<file path="src/rtl/rrss_pkg.sv">
// shared types and constants of the round-robin slice scheduler
// no dependencies; compiled first
package rrss_pkg;

	// default sizing of the process table
	localparam int MAX_PROCESSES_DEF = 16;
	localparam int TIME_WIDTH_DEF    = 16;

	// fixed field widths of the item and result words
	localparam int OP_W      = 2;
	localparam int CPU_W     = 16;
	localparam int PID_W     = 4;
	localparam int RUN_W     = 16;
	localparam int QUANTUM_W = 8;

	localparam logic [QUANTUM_W-1:0] QUANTUM_RST = 8'd2;

	// operation codes; the fourth code has no meaning
	typedef enum logic [OP_W-1:0] {
		OP_LOAD    = 2'd0,
		OP_RESTORE = 2'd1,
		OP_NEXT    = 2'd2
	} op_t;

	// sequencer states
	typedef enum logic [1:0] {
		ST_IDLE,
		ST_RESTORE,
		ST_SCAN,
		ST_RESPOND
	} state_t;

	// one result word
	typedef struct packed {
		logic [PID_W-1:0] process_id;
		logic [RUN_W-1:0] run_time;
		logic             finished;
		logic             table_full;
	} res_t;

endpackage

</file>
<file path="src/rtl/rrss_in_if.sv">
// item channel of the scheduler: valid, ready and the item fields
// depends on rrss_pkg
interface rrss_in_if;
	import rrss_pkg::*;

	logic             valid;
	logic             ready;
	logic [OP_W-1:0]  operation;
	logic [CPU_W-1:0] cpu_time;

	modport source (output valid, output operation, output cpu_time, input ready);
	modport sink (input valid, input operation, input cpu_time, output ready);
endinterface

</file>
<file path="src/rtl/rrss_out_if.sv">
// result channel of the scheduler: valid, ready and the result fields
// depends on rrss_pkg
interface rrss_out_if;
	import rrss_pkg::*;

	logic             valid;
	logic             ready;
	logic [PID_W-1:0] process_id;
	logic [RUN_W-1:0] run_time;
	logic             finished;
	logic             table_full;

	modport source (output valid, output process_id, output run_time, output finished,
		output table_full, input ready);
	modport sink (input valid, input process_id, input run_time, input finished,
		input table_full, output ready);
endinterface

</file>
<file path="src/rtl/rrss_ram.sv">
// generic single-write, single-read ram with registered read data
// no dependencies
module rrss_ram #(
	parameter int WIDTH = 16,
	parameter int DEPTH = 16
) (
	input  logic                     clk,
	input  logic                     we,
	input  logic [$clog2(DEPTH)-1:0] waddr,
	input  logic [WIDTH-1:0]         wdata,
	input  logic                     re,
	input  logic [$clog2(DEPTH)-1:0] raddr,
	output logic [WIDTH-1:0]         rdata
);

	logic [WIDTH-1:0] mem [DEPTH];

	// write port
	always_ff @(posedge clk) begin
		if (we) begin
			mem[waddr] <= wdata;
		end
	end

	// read port, data held while no read is issued
	always_ff @(posedge clk) begin
		if (re) begin
			rdata <= mem[raddr];
		end
	end

endmodule

</file>
<file path="src/rtl/rrss_seq.sv">
// sequencer of the scheduler: operation fsm, table counters, ram access
// and read-modify-write of remaining times; depends on rrss_pkg
module rrss_seq #(
	parameter int MAX_PROCESSES = rrss_pkg::MAX_PROCESSES_DEF,
	parameter int TIME_WIDTH    = rrss_pkg::TIME_WIDTH_DEF,
	localparam int IW = $clog2(MAX_PROCESSES)
) (
	input  logic                           clk,
	input  logic                           arst_n,
	input  logic                           in_valid,
	output logic                           in_ready,
	input  logic [rrss_pkg::OP_W-1:0]      operation,
	input  logic [rrss_pkg::CPU_W-1:0]     cpu_time,
	input  logic [rrss_pkg::QUANTUM_W-1:0] quantum,
	input  logic                           out_free,
	output logic                           res_valid,
	output rrss_pkg::res_t                 res,
	output logic                           req_we,
	output logic                           rem_we,
	output logic [IW-1:0]                  wr_addr,
	output logic [TIME_WIDTH-1:0]          wr_data,
	output logic                           req_re,
	output logic                           rem_re,
	output logic [IW-1:0]                  rd_addr,
	input  logic [TIME_WIDTH-1:0]          req_rdata,
	input  logic [TIME_WIDTH-1:0]          rem_rdata
);
	import rrss_pkg::*;

	localparam int CW = $clog2(MAX_PROCESSES + 1);
	localparam int WW = (TIME_WIDTH > RUN_W) ? TIME_WIDTH : RUN_W;

	state_t          state_q, state_d;
	logic [CW-1:0]   count_q;
	logic [IW-1:0]   scan_q;
	logic [IW-1:0]   pos_s1;
	logic [CW-1:0]   n_q;
	logic            pend_s1;
	res_t            res_q;
	res_t            res_d;

	logic            accept;
	op_t             op;
	logic            full;
	logic            count_zero;
	logic [IW-1:0]   start;
	logic            hit;
	logic            all_issued;
	logic            rs_more;
	logic [CW-1:0]   pos_inc;
	logic [IW-1:0]   pos_nxt;
	logic [IW-1:0]   scan_after;
	logic [WW-1:0]   rem_w;
	logic [WW-1:0]   q_w;
	logic [WW-1:0]   grant_w;
	logic [TIME_WIDTH-1:0] grant;

	// status of table and scan
	assign accept     = in_valid && in_ready;
	assign op         = op_t'(operation);
	assign full       = (count_q == CW'(MAX_PROCESSES));
	assign count_zero = (count_q == '0);
	assign start      = (CW'(scan_q) < count_q) ? scan_q : '0;
	assign hit        = (rem_rdata != '0);
	assign all_issued = (n_q == count_q);
	assign rs_more    = (n_q < count_q);

	// circular step over loaded entries, and where the next scan starts
	assign pos_inc    = CW'(pos_s1) + CW'(1);
	assign pos_nxt    = (pos_inc == count_q) ? '0 : pos_s1 + IW'(1);
	assign scan_after = (pos_inc >= CW'(MAX_PROCESSES)) ? '0 : pos_s1 + IW'(1);

	// slice granted: min(quantum, remaining)
	assign rem_w   = WW'(rem_rdata);
	assign q_w     = WW'(quantum);
	assign grant_w = (rem_w < q_w) ? rem_w : q_w;
	assign grant   = TIME_WIDTH'(grant_w);

	assign res = res_q;

	// next state
	always_comb begin
		state_d = state_q;
		case (state_q)
			ST_IDLE: begin
				if (accept) begin
					case (op)
						OP_RESTORE: state_d = count_zero ? ST_RESPOND : ST_RESTORE;
						OP_NEXT:    state_d = count_zero ? ST_RESPOND : ST_SCAN;
						default:    state_d = ST_RESPOND;
					endcase
				end
			end
			ST_RESTORE: begin
				if (!rs_more && !pend_s1) begin
					state_d = ST_RESPOND;
				end
			end
			ST_SCAN: begin
				if (hit || all_issued) begin
					state_d = ST_RESPOND;
				end
			end
			ST_RESPOND: begin
				if (out_free) begin
					state_d = ST_IDLE;
				end
			end
			default: state_d = ST_IDLE;
		endcase
	end

	// outputs: handshake and ram access
	always_comb begin
		in_ready  = 1'b0;
		res_valid = 1'b0;
		req_we    = 1'b0;
		rem_we    = 1'b0;
		wr_addr   = pos_s1;
		wr_data   = rem_rdata - grant;
		req_re    = 1'b0;
		rem_re    = 1'b0;
		rd_addr   = pos_nxt;
		case (state_q)
			ST_IDLE: begin
				in_ready = 1'b1;
				if (accept) begin
					case (op)
						OP_LOAD: begin
							req_we  = !full;
							rem_we  = !full;
							wr_addr = count_q[IW-1:0];
							wr_data = TIME_WIDTH'(cpu_time);
						end
						OP_NEXT: begin
							rem_re  = !count_zero;
							rd_addr = start;
						end
						default: begin
						end
					endcase
				end
			end
			ST_RESTORE: begin
				// copy required into remaining, one entry a cycle
				req_re  = rs_more;
				rd_addr = n_q[IW-1:0];
				rem_we  = pend_s1;
				wr_data = req_rdata;
			end
			ST_SCAN: begin
				// write back the reduced time on a hit, else read on
				if (hit) begin
					rem_we = 1'b1;
				end else begin
					rem_re = !all_issued;
				end
			end
			ST_RESPOND: begin
				res_valid = out_free;
			end
			default: begin
			end
		endcase
	end

	// control registers
	always_ff @(posedge clk or negedge arst_n) begin
		if (!arst_n) begin
			state_q <= ST_IDLE;
			count_q <= '0;
			scan_q  <= '0;
			pos_s1  <= '0;
			n_q     <= '0;
			pend_s1 <= 1'b0;
		end else begin
			state_q <= state_d;
			case (state_q)
				ST_IDLE: begin
					if (accept) begin
						case (op)
							OP_LOAD: begin
								if (!full) begin
									count_q <= count_q + CW'(1);
								end
							end
							OP_RESTORE: begin
								n_q     <= '0;
								pend_s1 <= 1'b0;
							end
							OP_NEXT: begin
								pos_s1 <= start;
								n_q    <= CW'(1);
							end
							default: begin
							end
						endcase
					end
				end
				ST_RESTORE: begin
					pend_s1 <= rs_more;
					if (rs_more) begin
						pos_s1 <= n_q[IW-1:0];
						n_q    <= n_q + CW'(1);
					end
				end
				ST_SCAN: begin
					if (hit) begin
						scan_q <= scan_after;
					end else if (!all_issued) begin
						pos_s1 <= pos_nxt;
						n_q    <= n_q + CW'(1);
					end
				end
				default: begin
				end
			endcase
		end
	end

	// next value of the pending result word
	always_comb begin
		res_d = res_q;
		case (state_q)
			ST_IDLE: begin
				if (accept) begin
					res_d = '0;
					case (op)
						OP_LOAD: begin
							if (full) begin
								res_d.table_full = 1'b1;
							end else begin
								res_d.process_id = PID_W'(count_q);
							end
						end
						OP_NEXT: begin
							res_d.finished = count_zero;
						end
						default: begin
						end
					endcase
				end
			end
			ST_SCAN: begin
				if (hit) begin
					res_d.process_id = PID_W'(pos_s1);
					res_d.run_time   = RUN_W'(grant);
				end else if (all_issued) begin
					res_d.finished = 1'b1;
				end
			end
			default: begin
			end
		endcase
	end

	// pending result word
	always_ff @(posedge clk) begin
		res_q <= res_d;
	end

endmodule

</file>
<file path="src/rtl/round_robin_slice_scheduler_unit.sv">
// Round-robin time-slice scheduler. Keeps a table of up to MAX_PROCESSES
// processes in two rams (required and remaining time). Load appends an entry
// and returns its id, or table_full when the table holds MAX_PROCESSES entries.
// Restore copies every required time back into remaining time. Next scans the
// loaded entries circularly from the one after the last served, grants the
// first with time left min(quantum, remaining) and subtracts it, or returns
// finished when none has time left. A quantum of zero acts as one. The rams
// give one read per cycle, which sets the scan and copy speed. A new word
// is taken the cycle after the result enters the output register, even while
// that result waits. No clearing pass after reset. The user must write the
// quantum register through cfg_we / cfg_wdata only while the block is idle;
// the block itself does not enforce it.
module round_robin_slice_scheduler_unit #(
	parameter int MAX_PROCESSES = rrss_pkg::MAX_PROCESSES_DEF,
	parameter int TIME_WIDTH    = rrss_pkg::TIME_WIDTH_DEF
) (
	input  logic                           clk,
	input  logic                           arst_n,
	rrss_in_if.sink                        item,
	rrss_out_if.source                     result,
	input  logic                           cfg_we,
	input  logic [rrss_pkg::QUANTUM_W-1:0] cfg_wdata
);
	import rrss_pkg::*;

	localparam int IW = $clog2(MAX_PROCESSES);

	logic [QUANTUM_W-1:0]  quantum_q;
	logic [QUANTUM_W-1:0]  quantum_eff;
	logic                  out_valid_q;
	res_t                  out_q;
	logic                  out_free;
	logic                  res_valid;
	res_t                  res;
	logic                  req_we;
	logic                  rem_we;
	logic [IW-1:0]         wr_addr;
	logic [TIME_WIDTH-1:0] wr_data;
	logic                  req_re;
	logic                  rem_re;
	logic [IW-1:0]         rd_addr;
	logic [TIME_WIDTH-1:0] req_rdata;
	logic [TIME_WIDTH-1:0] rem_rdata;

	// quantum register, zero acts as one
	always_ff @(posedge clk or negedge arst_n) begin
		if (!arst_n) begin
			quantum_q <= QUANTUM_RST;
		end else if (cfg_we) begin
			quantum_q <= cfg_wdata;
		end
	end

	assign quantum_eff = (quantum_q == '0) ? QUANTUM_W'(1) : quantum_q;

	// process table: required and remaining times
	rrss_ram #(.WIDTH(TIME_WIDTH), .DEPTH(MAX_PROCESSES)) u_req_ram (
		.clk   (clk),
		.we    (req_we),
		.waddr (wr_addr),
		.wdata (wr_data),
		.re    (req_re),
		.raddr (rd_addr),
		.rdata (req_rdata)
	);

	rrss_ram #(.WIDTH(TIME_WIDTH), .DEPTH(MAX_PROCESSES)) u_rem_ram (
		.clk   (clk),
		.we    (rem_we),
		.waddr (wr_addr),
		.wdata (wr_data),
		.re    (rem_re),
		.raddr (rd_addr),
		.rdata (rem_rdata)
	);

	// operation sequencer
	rrss_seq #(.MAX_PROCESSES(MAX_PROCESSES), .TIME_WIDTH(TIME_WIDTH)) u_seq (
		.clk       (clk),
		.arst_n    (arst_n),
		.in_valid  (item.valid),
		.in_ready  (item.ready),
		.operation (item.operation),
		.cpu_time  (item.cpu_time),
		.quantum   (quantum_eff),
		.out_free  (out_free),
		.res_valid (res_valid),
		.res       (res),
		.req_we    (req_we),
		.rem_we    (rem_we),
		.wr_addr   (wr_addr),
		.wr_data   (wr_data),
		.req_re    (req_re),
		.rem_re    (rem_re),
		.rd_addr   (rd_addr),
		.req_rdata (req_rdata),
		.rem_rdata (rem_rdata)
	);

	// output register
	assign out_free = !out_valid_q || result.ready;

	always_ff @(posedge clk or negedge arst_n) begin
		if (!arst_n) begin
			out_valid_q <= 1'b0;
		end else if (res_valid) begin
			out_valid_q <= 1'b1;
		end else if (result.ready) begin
			out_valid_q <= 1'b0;
		end
	end

	always_ff @(posedge clk) begin
		if (res_valid) begin
			out_q <= res;
		end
	end

	assign result.valid      = out_valid_q;
	assign result.process_id = out_q.process_id;
	assign result.run_time   = out_q.run_time;
	assign result.finished   = out_q.finished;
	assign result.table_full = out_q.table_full;

endmodule

</file>
<file path="src/flat_wrapper.sv">
// flat-port wrapper written by rule: the top's interface ports become plain ports
module round_robin_slice_scheduler_unit_flat import rrss_pkg::*;
#(
	parameter int MAX_PROCESSES = rrss_pkg::MAX_PROCESSES_DEF,
	parameter int TIME_WIDTH    = rrss_pkg::TIME_WIDTH_DEF
)
  (clk, arst_n, cfg_we, cfg_wdata, item_valid, item_operation, item_cpu_time, item_ready, result_valid, result_process_id, result_run_time, result_finished, result_table_full, result_ready);
  rrss_in_if item_i ();
  rrss_out_if result_i ();
  input  logic clk;
  input  logic arst_n;
  input  logic cfg_we;
  input  logic [rrss_pkg::QUANTUM_W-1:0] cfg_wdata;
  input wire logic [$bits(item_i.valid)-1:0] item_valid;
  input wire logic [$bits(item_i.operation)-1:0] item_operation;
  input wire logic [$bits(item_i.cpu_time)-1:0] item_cpu_time;
  output wire logic [$bits(item_i.ready)-1:0] item_ready;
  output wire logic [$bits(result_i.valid)-1:0] result_valid;
  output wire logic [$bits(result_i.process_id)-1:0] result_process_id;
  output wire logic [$bits(result_i.run_time)-1:0] result_run_time;
  output wire logic [$bits(result_i.finished)-1:0] result_finished;
  output wire logic [$bits(result_i.table_full)-1:0] result_table_full;
  input wire logic [$bits(result_i.ready)-1:0] result_ready;
  assign item_i.valid = item_valid;
  assign item_i.operation = item_operation;
  assign item_i.cpu_time = item_cpu_time;
  assign item_ready = item_i.ready;
  assign result_valid = result_i.valid;
  assign result_process_id = result_i.process_id;
  assign result_run_time = result_i.run_time;
  assign result_finished = result_i.finished;
  assign result_table_full = result_i.table_full;
  assign result_i.ready = result_ready;
  round_robin_slice_scheduler_unit #(.MAX_PROCESSES(MAX_PROCESSES), .TIME_WIDTH(TIME_WIDTH)) u_core (.clk(clk), .arst_n(arst_n), .item(item_i), .result(result_i), .cfg_we(cfg_we), .cfg_wdata(cfg_wdata));
endmodule
</file>
<file path="config.mk">
export PLATFORM = sky130hd
export DESIGN_NAME = round_robin_slice_scheduler_unit_flat
export DESIGN_NICKNAME = d
export VERILOG_FILES = /design/src/rtl/rrss_pkg.sv /design/src/rtl/rrss_in_if.sv /design/src/rtl/rrss_out_if.sv /design/src/rtl/rrss_ram.sv /design/src/rtl/rrss_seq.sv /design/src/rtl/round_robin_slice_scheduler_unit.sv /design/src/flat_wrapper.sv
export SDC_FILE = /design/constraint.sdc
export NUM_CORES = 1
export LEC_CHECK = 0
export BUFFER_PORTS_ARGS = -buffer_cell sky130_fd_sc_hd__buf_2
export CAP_MARGIN = 20
export CELL_PAD_IN_SITES_DETAIL_PLACEMENT = 0
export CELL_PAD_IN_SITES_GLOBAL_PLACEMENT = 1
export CORE_MARGIN = 8
export CORE_UTILIZATION = 58
export CTS_CLUSTER_SIZE = 8
export DETAILED_ROUTE_END_ITERATION = 10
export GPL_TIMING_DRIVEN = 0
export PLACE_DENSITY_LB_ADDON = 0.1
export RECOVER_POWER = 50
export SYNTH_ARGS = -nofsm -noshare
export SYNTH_HDL_FRONTEND = slang
export SYNTH_SLANG_ARGS = --single-unit
export TNS_END_PERCENT = 30
</file>
<file path="constraint.sdc">
create_clock -name clk -period 8.9 [get_ports clk]
set_input_delay 0.89 -clock clk [delete_from_list [all_inputs] [get_ports clk]]
set_output_delay 0.89 -clock clk [all_outputs]
set_load 0.02 [all_outputs]
</file>
After elaboration in Yosys (flattened, before gate mapping)
Memories as Yosys holds them, arrays and structs flattened. A register that Yosys moved wholly into a read port is not among the register bits.
Index checks and enable logic that the tools add are counted.

word-level totals
  register bits = 74
  latch bits = 0
  memory bits (writable) = 512
  bits in read-only memories = 0
  bits of input ports = 31
  output and inout port bits = 24
  logic and storage cells = 141
  memories = 2

cells by class
  add/subtract/negate cells = 5
  $mul = 0
  div/mod/pow operators = 0
  order comparisons = 4
  equality and inequality tests = 20
  shift operators = 0
  multiplexer cells = 65
  bitwise gates (word level) = 1
  reduce and logical (&&, ||, !) cells = 28

memory list
  memory                words  bits a word  rd ports  clocked after Yosys merged registers in  wr ports  line            text
  u_core.u_rem_ram.mem  16     16           1         1                                        1         rrss_ram.sv:16  logic [WIDTH-1:0] mem [DEPTH];
  u_core.u_req_ram.mem  16     16           1         1                                        1         rrss_ram.sv:16

operator list
  operator                                                       count
  4-bit 2-to-1 mux                                               15
  16-bit 2-to-1 mux                                              3
  21-bit case mux with 2 select lines                            1
  16-bit case mux with 2 select lines                            1
  1-bit 2-to-1 mux                                               24
  22-bit 2-to-1 mux                                              1
  20-bit 2-to-1 mux                                              1
  5-bit 2-to-1 mux                                               4
  2-bit inequality test, second input constant                   9
  16-bit by 8-bit < comparator with 1-bit output                 1
  16-bit nonzero test                                            1
  16-bit subtractor                                              1
  5-bit case mux with 3 select lines                             1
  4-bit case mux with 3 select lines                             1
  4-bit AND reduction                                            3
  6-bit AND reduction                                            2
  5-bit by 1-bit adder with 5-bit output, second input constant  2
  5-bit equality test                                            2
  2-bit 2-to-1 mux                                               5
  5-bit case mux with 2 select lines                             1
  8-bit logical NOT                                              1
  8-bit 2-to-1 mux                                               1
  2-bit case mux with 4 select lines                             1
  4-bit case mux with 2 select lines                             1
  other kinds (23)                                               40

Depth between registers and ports, before layout
Gate-level depths: netlist (run 1).

  word-level depth = 8
  depth in mapped cells = 19
  gate-level depth less buffers = 18

Modules after synthesis
From an unflattened synthesis (run 1), not the netlist that was laid out.

unflattened totals
  cell total of the unflattened synthesis = 1326
  area, all modules = 25041.5 um2

by module, submodules not included
  module                            instances  cells each  area an instance (um2)  sequential area each (um2)
  rrss_ram                          2          432         10202.3                 8167.8
  rrss_seq                          1          410         3560.9                  1186.1
  round_robin_slice_scheduler_unit  1          52          1076.0                  887.1

Least setup slack after synthesis (run 1)
OpenSTA, ideal clock, no wires.

  path type = register -> register
  start = reg u_core.u_rem_ram.rdata[12] (read register of u_core.u_rem_ram.mem)
  end = mem u_core.u_rem_ram.mem[0][9], data pin
  library setup time = 454 ps
  data arrival time = 5295 ps
  required time = 8446 ps
  path slack = 3151 ps
  stages on the path, launching flop included = 19
  buffers on the path = 1
  period minus slack after synthesis = 5749 ps
  path through = edfxtp_1 or4_4 or3_4 or3_1 a211o_1 buf_6 nand2_1 o31ai_1 a311o_1 inv_1 ha_1 nor2b_1 o21ai_0 a21boi_0 o21a_1 o21a_1 o21ai_1 xnor2_1 o21ai_0

on the way
  longest elaborated chain between the ends = 6

ends and longest elaborated chain
  item                                                line             text
  start: declaration                                  rrss_ram.sv:13   output logic [WIDTH-1:0] rdata
  16-bit by 8-bit < comparator with 1-bit output (*)  rrss_seq.sv:76   assign grant_w = (rem_w < q_w) ? rem_w : q_w;
  16-bit 2-to-1 mux (*)                               rrss_seq.sv:76
  16-bit subtractor (*)                               rrss_seq.sv:120  wr_data = rem_rdata - grant;
  16-bit 2-to-1 mux                                   rrss_seq.sv:128  case (op)
  16-bit 2-to-1 mux                                   rrss_seq.sv:127  if (accept) begin
  16-bit case mux with 2 select lines (*)             rrss_seq.sv:124  case (state_q)
  via u_core.u_rem_ram.wdata[9]                       rrss_ram.sv:10   input logic [WIDTH-1:0] wdata,
  end: declaration                                    rrss_ram.sv:16

The timed path passes the listed nets; every way through them passes the cells marked *.

Worst setup path after layout (run 1)
  start = reg u_core.u_rem_ram.rdata[11] (read register of u_core.u_rem_ram.mem)
  end = mem u_core.u_rem_ram.mem[3][9], data pin

Same word-level chain as after synthesis.

==> results of run 1 <==
per-stage QoR:
step                      instances  setup WS (ps)
after global routing           2386           2392
final                          2386           2772
after floorplan                1586           3151
after CTS                      2385           2872
after detailed placement       2269           2898
after global placement         2225          481.2
flip-flops by register name, indices dropped and copies added, names as in the netlist, 2 cells and up:
signal and flops:
u_core.u_req_ram.rdata 16, u_core.quantum_q 8, u_core.result.run_time 16, u_core.result.process_id 4, u_core.u_rem_ram.rdata 16, u_core.u_seq.count_q 5
u_core.u_seq.n_q 5, u_core.u_seq.scan_q 4, u_core.u_seq.state_q 2, u_core.u_seq.res 22, u_core.u_seq.pos_s1 4, u_core.u_rem_ram.mem 256
u_core.u_req_ram.mem 256
report_power, final:
| group | leakage, nW | switching, W | internal [W] |
|---|---|---|---|
| Combinational | 4.04 | 0.00297 | 0.00143 |
| Sequential | 5.70 | 0.000121 | 0.00413 |
| Clock | 1.16 | 0.00117 | 0.00176 |
layer usage:
| layer | wire [um] | up-vias | track usage (%) |
|---|---|---|---|
| met5 | 0 | - | 0 |
| met1 | 25550 | 7414 | 32.96 |
| li1 | - | 6637 | - |
| met2 | 30050 | 565 | 40.65 |
| met4 | 2498 | 0 | 10.07 |
| met3 | 4537 | 142 | 5.106 |
critical path: stages (launching register included):
cell and delay (ps):
edfxtp_1 430, or4_1 560, or3_1 390, or3_1 410, a211o_1 380, clkbuf_1 260, nand2_1 120, o31ai_1 80
a311o_1 390, inv_1 80, ha_1 210, nor2b_1 120, o21ai_0 180, a21boi_0 210, o21a_1 250, o21a_1 190
o21ai_1 430, xnor2_1 210, o21ai_4 810
logic make-up after synthesis:
family	synth area share [%]
compound gates	7.061
simple gates	5.335
buf+inv	1.830
other cells	0.01486
fa+ha+maj	1.864
mux	10.28
flops	72.95
xor+xnor	0.6595
area by class of cell:
| class | instances | area (um2) | share of cell area, % |
|---|---|---|---|
| multi-input combinational | 857 | 6480 | 22.29 |
| clock buffer | 108 | 2256 | 7.759 |
| clock inverter | 8 | 142.6 | 0.4906 |
| inverter | 30 | 112.6 | 0.3873 |
| buffer | 81 | 339.1 | 1.166 |
| timing repair buffer | 99 | 601.8 | 2.070 |
| tap | 585 | 732.0 | 2.518 |
| sequential | 618 | 18410 | 63.32 |
final timing paths:
path	from	end	cells past startpoint
worst max-delay path	u_core.u_rem_ram.rdata[11]	u_core.u_rem_ram.mem[3][9]	18
worst min-delay path	u_core.u_seq.res[1]	u_core.result.finished	0
worst max register to register	u_core.u_rem_ram.rdata[11]	u_core.u_rem_ram.mem[3][9]	18
worst min register to register	u_core.u_seq.res[1]	u_core.result.finished	0
max in group asynchronous	arst_n	u_core.result.valid	1
min in group asynchronous	arst_n	u_core.u_seq.n_q[4]	1
placed cells by master (no fill, tap or decap), drive strengths merged, types with 8 or more instances in the layout:
cell	n
xnor2	16
inv	32
nand3	19
nor2	44
buf	72
o22ai	129
nand2	75
nor2b	13
clkbuf	216
edfxtp	588
a21oi	15
nor4	9
ha	36
a31oi	9
dfrtp	29
conb	8
a22oi	15
o21ai	55
o31ai	8
nor3	16
mux2i	257
nand3b	8
or4	33
==> reports/qor.csv, run 1 <==
metric,value,unit
ys_ff_latch,618,
area_growth,15.21,%
grt_pass1_wl,92470,um
synthTopCellsByArea,"edfxtp_1 (70%), mux2i_1 (10%), o22ai_1 (3.2%)",
row_count,76,
rrSetupSlack,2770,ps
routed_via_density,6.185,
clkTransAtPathRegs,50,ps
worst_pin_slew,2818,ps
routed_wl,62640,um
worstSetupEndpointType,flop,
netlist_instances,1579,
io_pins,55,
clock_latency,630,ps
num_vias,14758,
ctsLongestPathBuffers,3,
numCtsBuffers,87,
port_buffers,54,
setup_tns,0,ps
power_leakage,10.90,nW
max_freq,163.2,MHz
period_share,68.85,%
die-width,224.6,um
syn_area,0.02523,mm2
synth_top_area_share,69.97,%
slew_headroom,-89.03,%
ctsHoldBuffers,0,
ys_warn_count,0,
status,finished with violations,
hp-class,reg -> reg,
final_core_util,67.64,%
ctsResizeCount,0,
track_usage,25.00,%
antenna_found_initial,0,
cp_max_fo,32,
fin_skew,25.39,ps
antenna_cells,0,
core_area,0.04298,mm2
drive_gt1_share,10.22,%
grt_pass1_vias,14782,
grt-ovfl-total,0,
htreeDepth,3,
hold_slack,400.0,ps
synth_seq_area_share,72.95,%
placed_cell_area,0.02708,mm2
synthMostInstantiatedCell,edfxtp_1,
required,9170,ps
setup_viol,0,
drc,0,
grt_max_degree,33,
crit_type,reg -> reg,
post-cts-setup-buffer-count,0,
hold_violations,0,
die-area,0.05044,mm2
totalPowerFinal,0.01158,W
root_buffer,clkbuf_16,
synthFlopType,edfxtp_1,
netlist_top_cells_count,"edfxtp_1 (588), mux2i_1 (257), o22ai_1 (129), nand2_1 (75), o21ai_0 (53)",
async_flop_share,4.854,%
min_period,6128,ps
fp.dieH,224.6,um
start_util,58.71,%
dpl.hpwl,43540,um
drtIter0Drc,1553,
cap_violations,2,
powerDensity,398.4,mW/mm2
finalMaxSlewViolations,52,
crit_arrival,6400,ps
yosys.area.top_type,edfxtp_1,
synth_area_per_cell,15.98,um2
gp_congestion,0.8917,
final_antenna_net_count,0,
synth_cell_types,58,
final_nets,1842,
dr.pass1.iters,7,
post_drt_wl_per_cell,26.25,um
cts_tree,built,
cp-start-kind,flop,
fillers,3030,
cts.sinks,618,
peakVddDrop,0.2579,mV
violations,"max-capacitance violations, max-slew violations",
rsz0062_at_grt,no,
synth_edf_count,588,
final_area,0.02907,mm2
(Power assumes the default switching activity.)
==> inputs of run 2 (changes only) <==
- CORE_UTILIZATION: 58 -> 54
- clock period: 8.9 -> 6.2 ns (I/O delays scaled with it)
==> run 2 against run 1 <==
  * The flow still finishes with violations (max-capacitance violations, max-slew violations)
  * Clock power increased by 44%
  * Combinational power rose by 46%
  * Flip-flop and latch count is the same
  * First-iteration DRC count shrank 16%
  * Clock skew increased by 5.3 ps
  * Maximum frequency grew 4.0%
  * Register-to-register slack worse by 2500 ps
  * Wire length is 1.3% higher
  * Total power rose by 45%
  * Global-route usage is 1.5 points lower
  * Clock-buffer cell count rose by 3
  * Via count rose by 0.22%
==> reports/qor.csv, run 2 (synthesis gave the netlist of run 1 again) <==
metric,value,unit
status,finished with violations,
violations,"max-capacitance violations, max-slew violations",
drc,0,
whs_endpoint,u_core.quantum_q[4],
rsz0062_at_grt,no,
crit_type,reg -> reg,
r2r-start,u_core.u_rem_ram.rdata[11],
row_count,79,
routed_via_density,6.132,
clock_latency,630,ps
dr.pass1.iters,5,
antenna_cells,0,
drive_gt1_share,10.64,%
critPathBufInv,1,
core_area,0.04636,mm2
numCtsBuffers,87,
port_buffers,54,
routed_wl,63420,um
required,6250,ps
num_vias,14791,
setup_viol,0,
hold_depth,3,
worstSetupEndpointType,flop,
cp_max_fo,32,
cap_violations,2,
finalMaxSlewViolations,48,
area_growth,15.52,%
layout_commonest_cell,edfxtp_1,
drtIter0Drc,1297,
ctsLongestPathBuffers,3,
grt_pass1_wl,93210,um
htreeDepth,3,
post_drt_wl_per_cell,26.30,um
cp-start-kind,flop,
totalPowerFinal,0.01675,W
crit_arrival,5940,ps
hp-class,in -> reg,
io_pins,55,
cp_top_family,simple AND/OR/NAND/NOR gates,
post-cts-setup-buffer-count,0,
powerDensity,574.5,mW/mm2
cpPeakStageDelay,640,ps
min_period,5890,ps
cts_tree,built,
die-width,232.2,um
r2r_cells,17,
power_leakage,10.93,nW
hold_violations,0,
layout_common_cells,"edfxtp_1 (588), mux2i_1 (257), o22ai_1 (129)",
worstHoldStart,cfg_wdata[4],
ctsHoldBuffers,0,
peakVddDrop,0.3525,mV
period_share,94.99,%
cp_slowest_cell,nand3_2,
grt-ovfl-total,0,
max_freq,169.8,MHz
critPathMostFrequentCell,o21ai_0,
final_nets,1842,
grt_max_degree,33,
final_antenna_net_count,0,
final_core_util,62.88,%
track_usage,23.55,%
start_util,54.43,%
fillers,3430,
cts.sinks,618,
fp.dieH,232.2,um
rrSetupSlack,310,ps
grt_pass1_vias,14620,
worst_pin_slew,1822,ps
antenna_found_initial,6,
setup_tns,0,ps
clkTransAtPathRegs,50,ps
ctsResizeCount,0,
path_cells,or4_1 -> or3_4 -> or3_1 -> a211o_1 -> buf_6 -> nand2_1 -> o21ai_0 -> a311oi_1 -> ha_1 -> nor2b_1 -> o21ai_0 -> a21boi_0 -> o21ai_0 -> nand2_1 -> a21oi_1 -> mux2_2 -> nand3_2,
fin_skew,30.67,ps
root_buffer,clkbuf_16,
dpl.hpwl,44200,um
die-area,0.05390,mm2
r2r_end,u_core.u_rem_ram.mem[5][8],
slew_headroom,-21.47,%
gp_congestion,0.8545,
[run 2: cell types whose count changed in the layout (fill, tap and decap cells not counted), moves of 2 or more]
| cell | previous run | this run |
|---|---|---|
| clkinv_16 | 2 | 0 |
| nand3_2 | 0 | 3 |
| buf_2 | 56 | 58 |
| buf_8 | 5 | 7 |
| inv_6 | 2 | 4 |
| nand3_1 | 19 | 16 |
[run 2: how the worst max path moves through the flow]
stage               slack [ps]                           end                  startpoint  cells after the start
finish                     310    u_core.u_rem_ram.mem[5][8]  u_core.u_rem_ram.rdata[11]                     17
global route                60   u_core.u_rem_ram.mem[9][11]  u_core.u_rem_ram.rdata[11]                     19
CTS                         20   u_core.u_rem_ram.mem[9][15]  u_core.u_rem_ram.rdata[11]                     16
detailed placement          50  u_core.u_req_ram.mem[10][15]  u_core.u_rem_ram.rdata[11]                     16
global placement         -2470    u_core.u_rem_ram.mem[8][6]  u_core.u_rem_ram.rdata[11]                     16
floorplan                  450    u_core.u_rem_ram.mem[0][9]  u_core.u_rem_ram.rdata[12]                     18
[run 2: cell type report]
| cell class | instances | area, um2 | share of cell area (%) |
|---|---|---|---|
| flip-flops and latches | 618 | 18410 | 63.15 |
| multi-input cells | 857 | 6505 | 22.31 |
| clock buffers | 111 | 2267 | 7.777 |
| well taps | 607 | 759.5 | 2.605 |
| repair buffers | 99 | 629.4 | 2.159 |
| plain buffers | 81 | 347.8 | 1.193 |
| clock inverters | 9 | 121.4 | 0.4163 |
| inverters | 30 | 112.6 | 0.3863 |
[run 2: stage by stage]
stage / instance area [um2] / setup slack, ps / cells / hold WS [ps]
6_report: 29150 / 310.4 / 2412 / 224.7
5_1_grt: 29150 / 64.42 / 2412 / 217.6
4_1_cts: 29540 / 18.17 / 2411 / 54.00
3_5_place_dp: 27150 / 48.72 / 2291 / 404.5
3_3_place_gp: 26290 / -2473 / 2247 / 401.3
2_1_floorplan: 25260 / 450.9 / 1586 / 324.4
[run 2: where the power goes]
group	switching, W	internal, W
clock	0.00164	0.00257
combinational	0.00434	0.00210
sequential	0.000181	0.00592
[run 2: layer usage]
| layer | part of all wire, % | up-vias | wire (um) | track usage, % |
|---|---|---|---|---|
| met5 | 0 | - | 0 | 0 |
| met2 | 48 | 595 | 30150 | 37.76 |
| met3 | 7.1 | 139 | 4520 | 4.874 |
| li1 | - | 6630 | - | - |
| met4 | 4.1 | 0 | 2584 | 9.955 |
| met1 | 41 | 7427 | 26170 | 31.10 |
[run 2: worst reg2reg max path, stage by stage, from the launching register on]
cell	delay [ps]
edfxtp_1	450
or4_1	570
or3_4	370
or3_1	390
a211o_1	390
buf_6	180
nand2_1	60
o21ai_0	70
a311oi_1	520
ha_1	370
nor2b_1	140
o21ai_0	210
a21boi_0	160
o21ai_0	250
nand2_1	130
a21oi_1	190
mux2_2	180
nand3_2	640
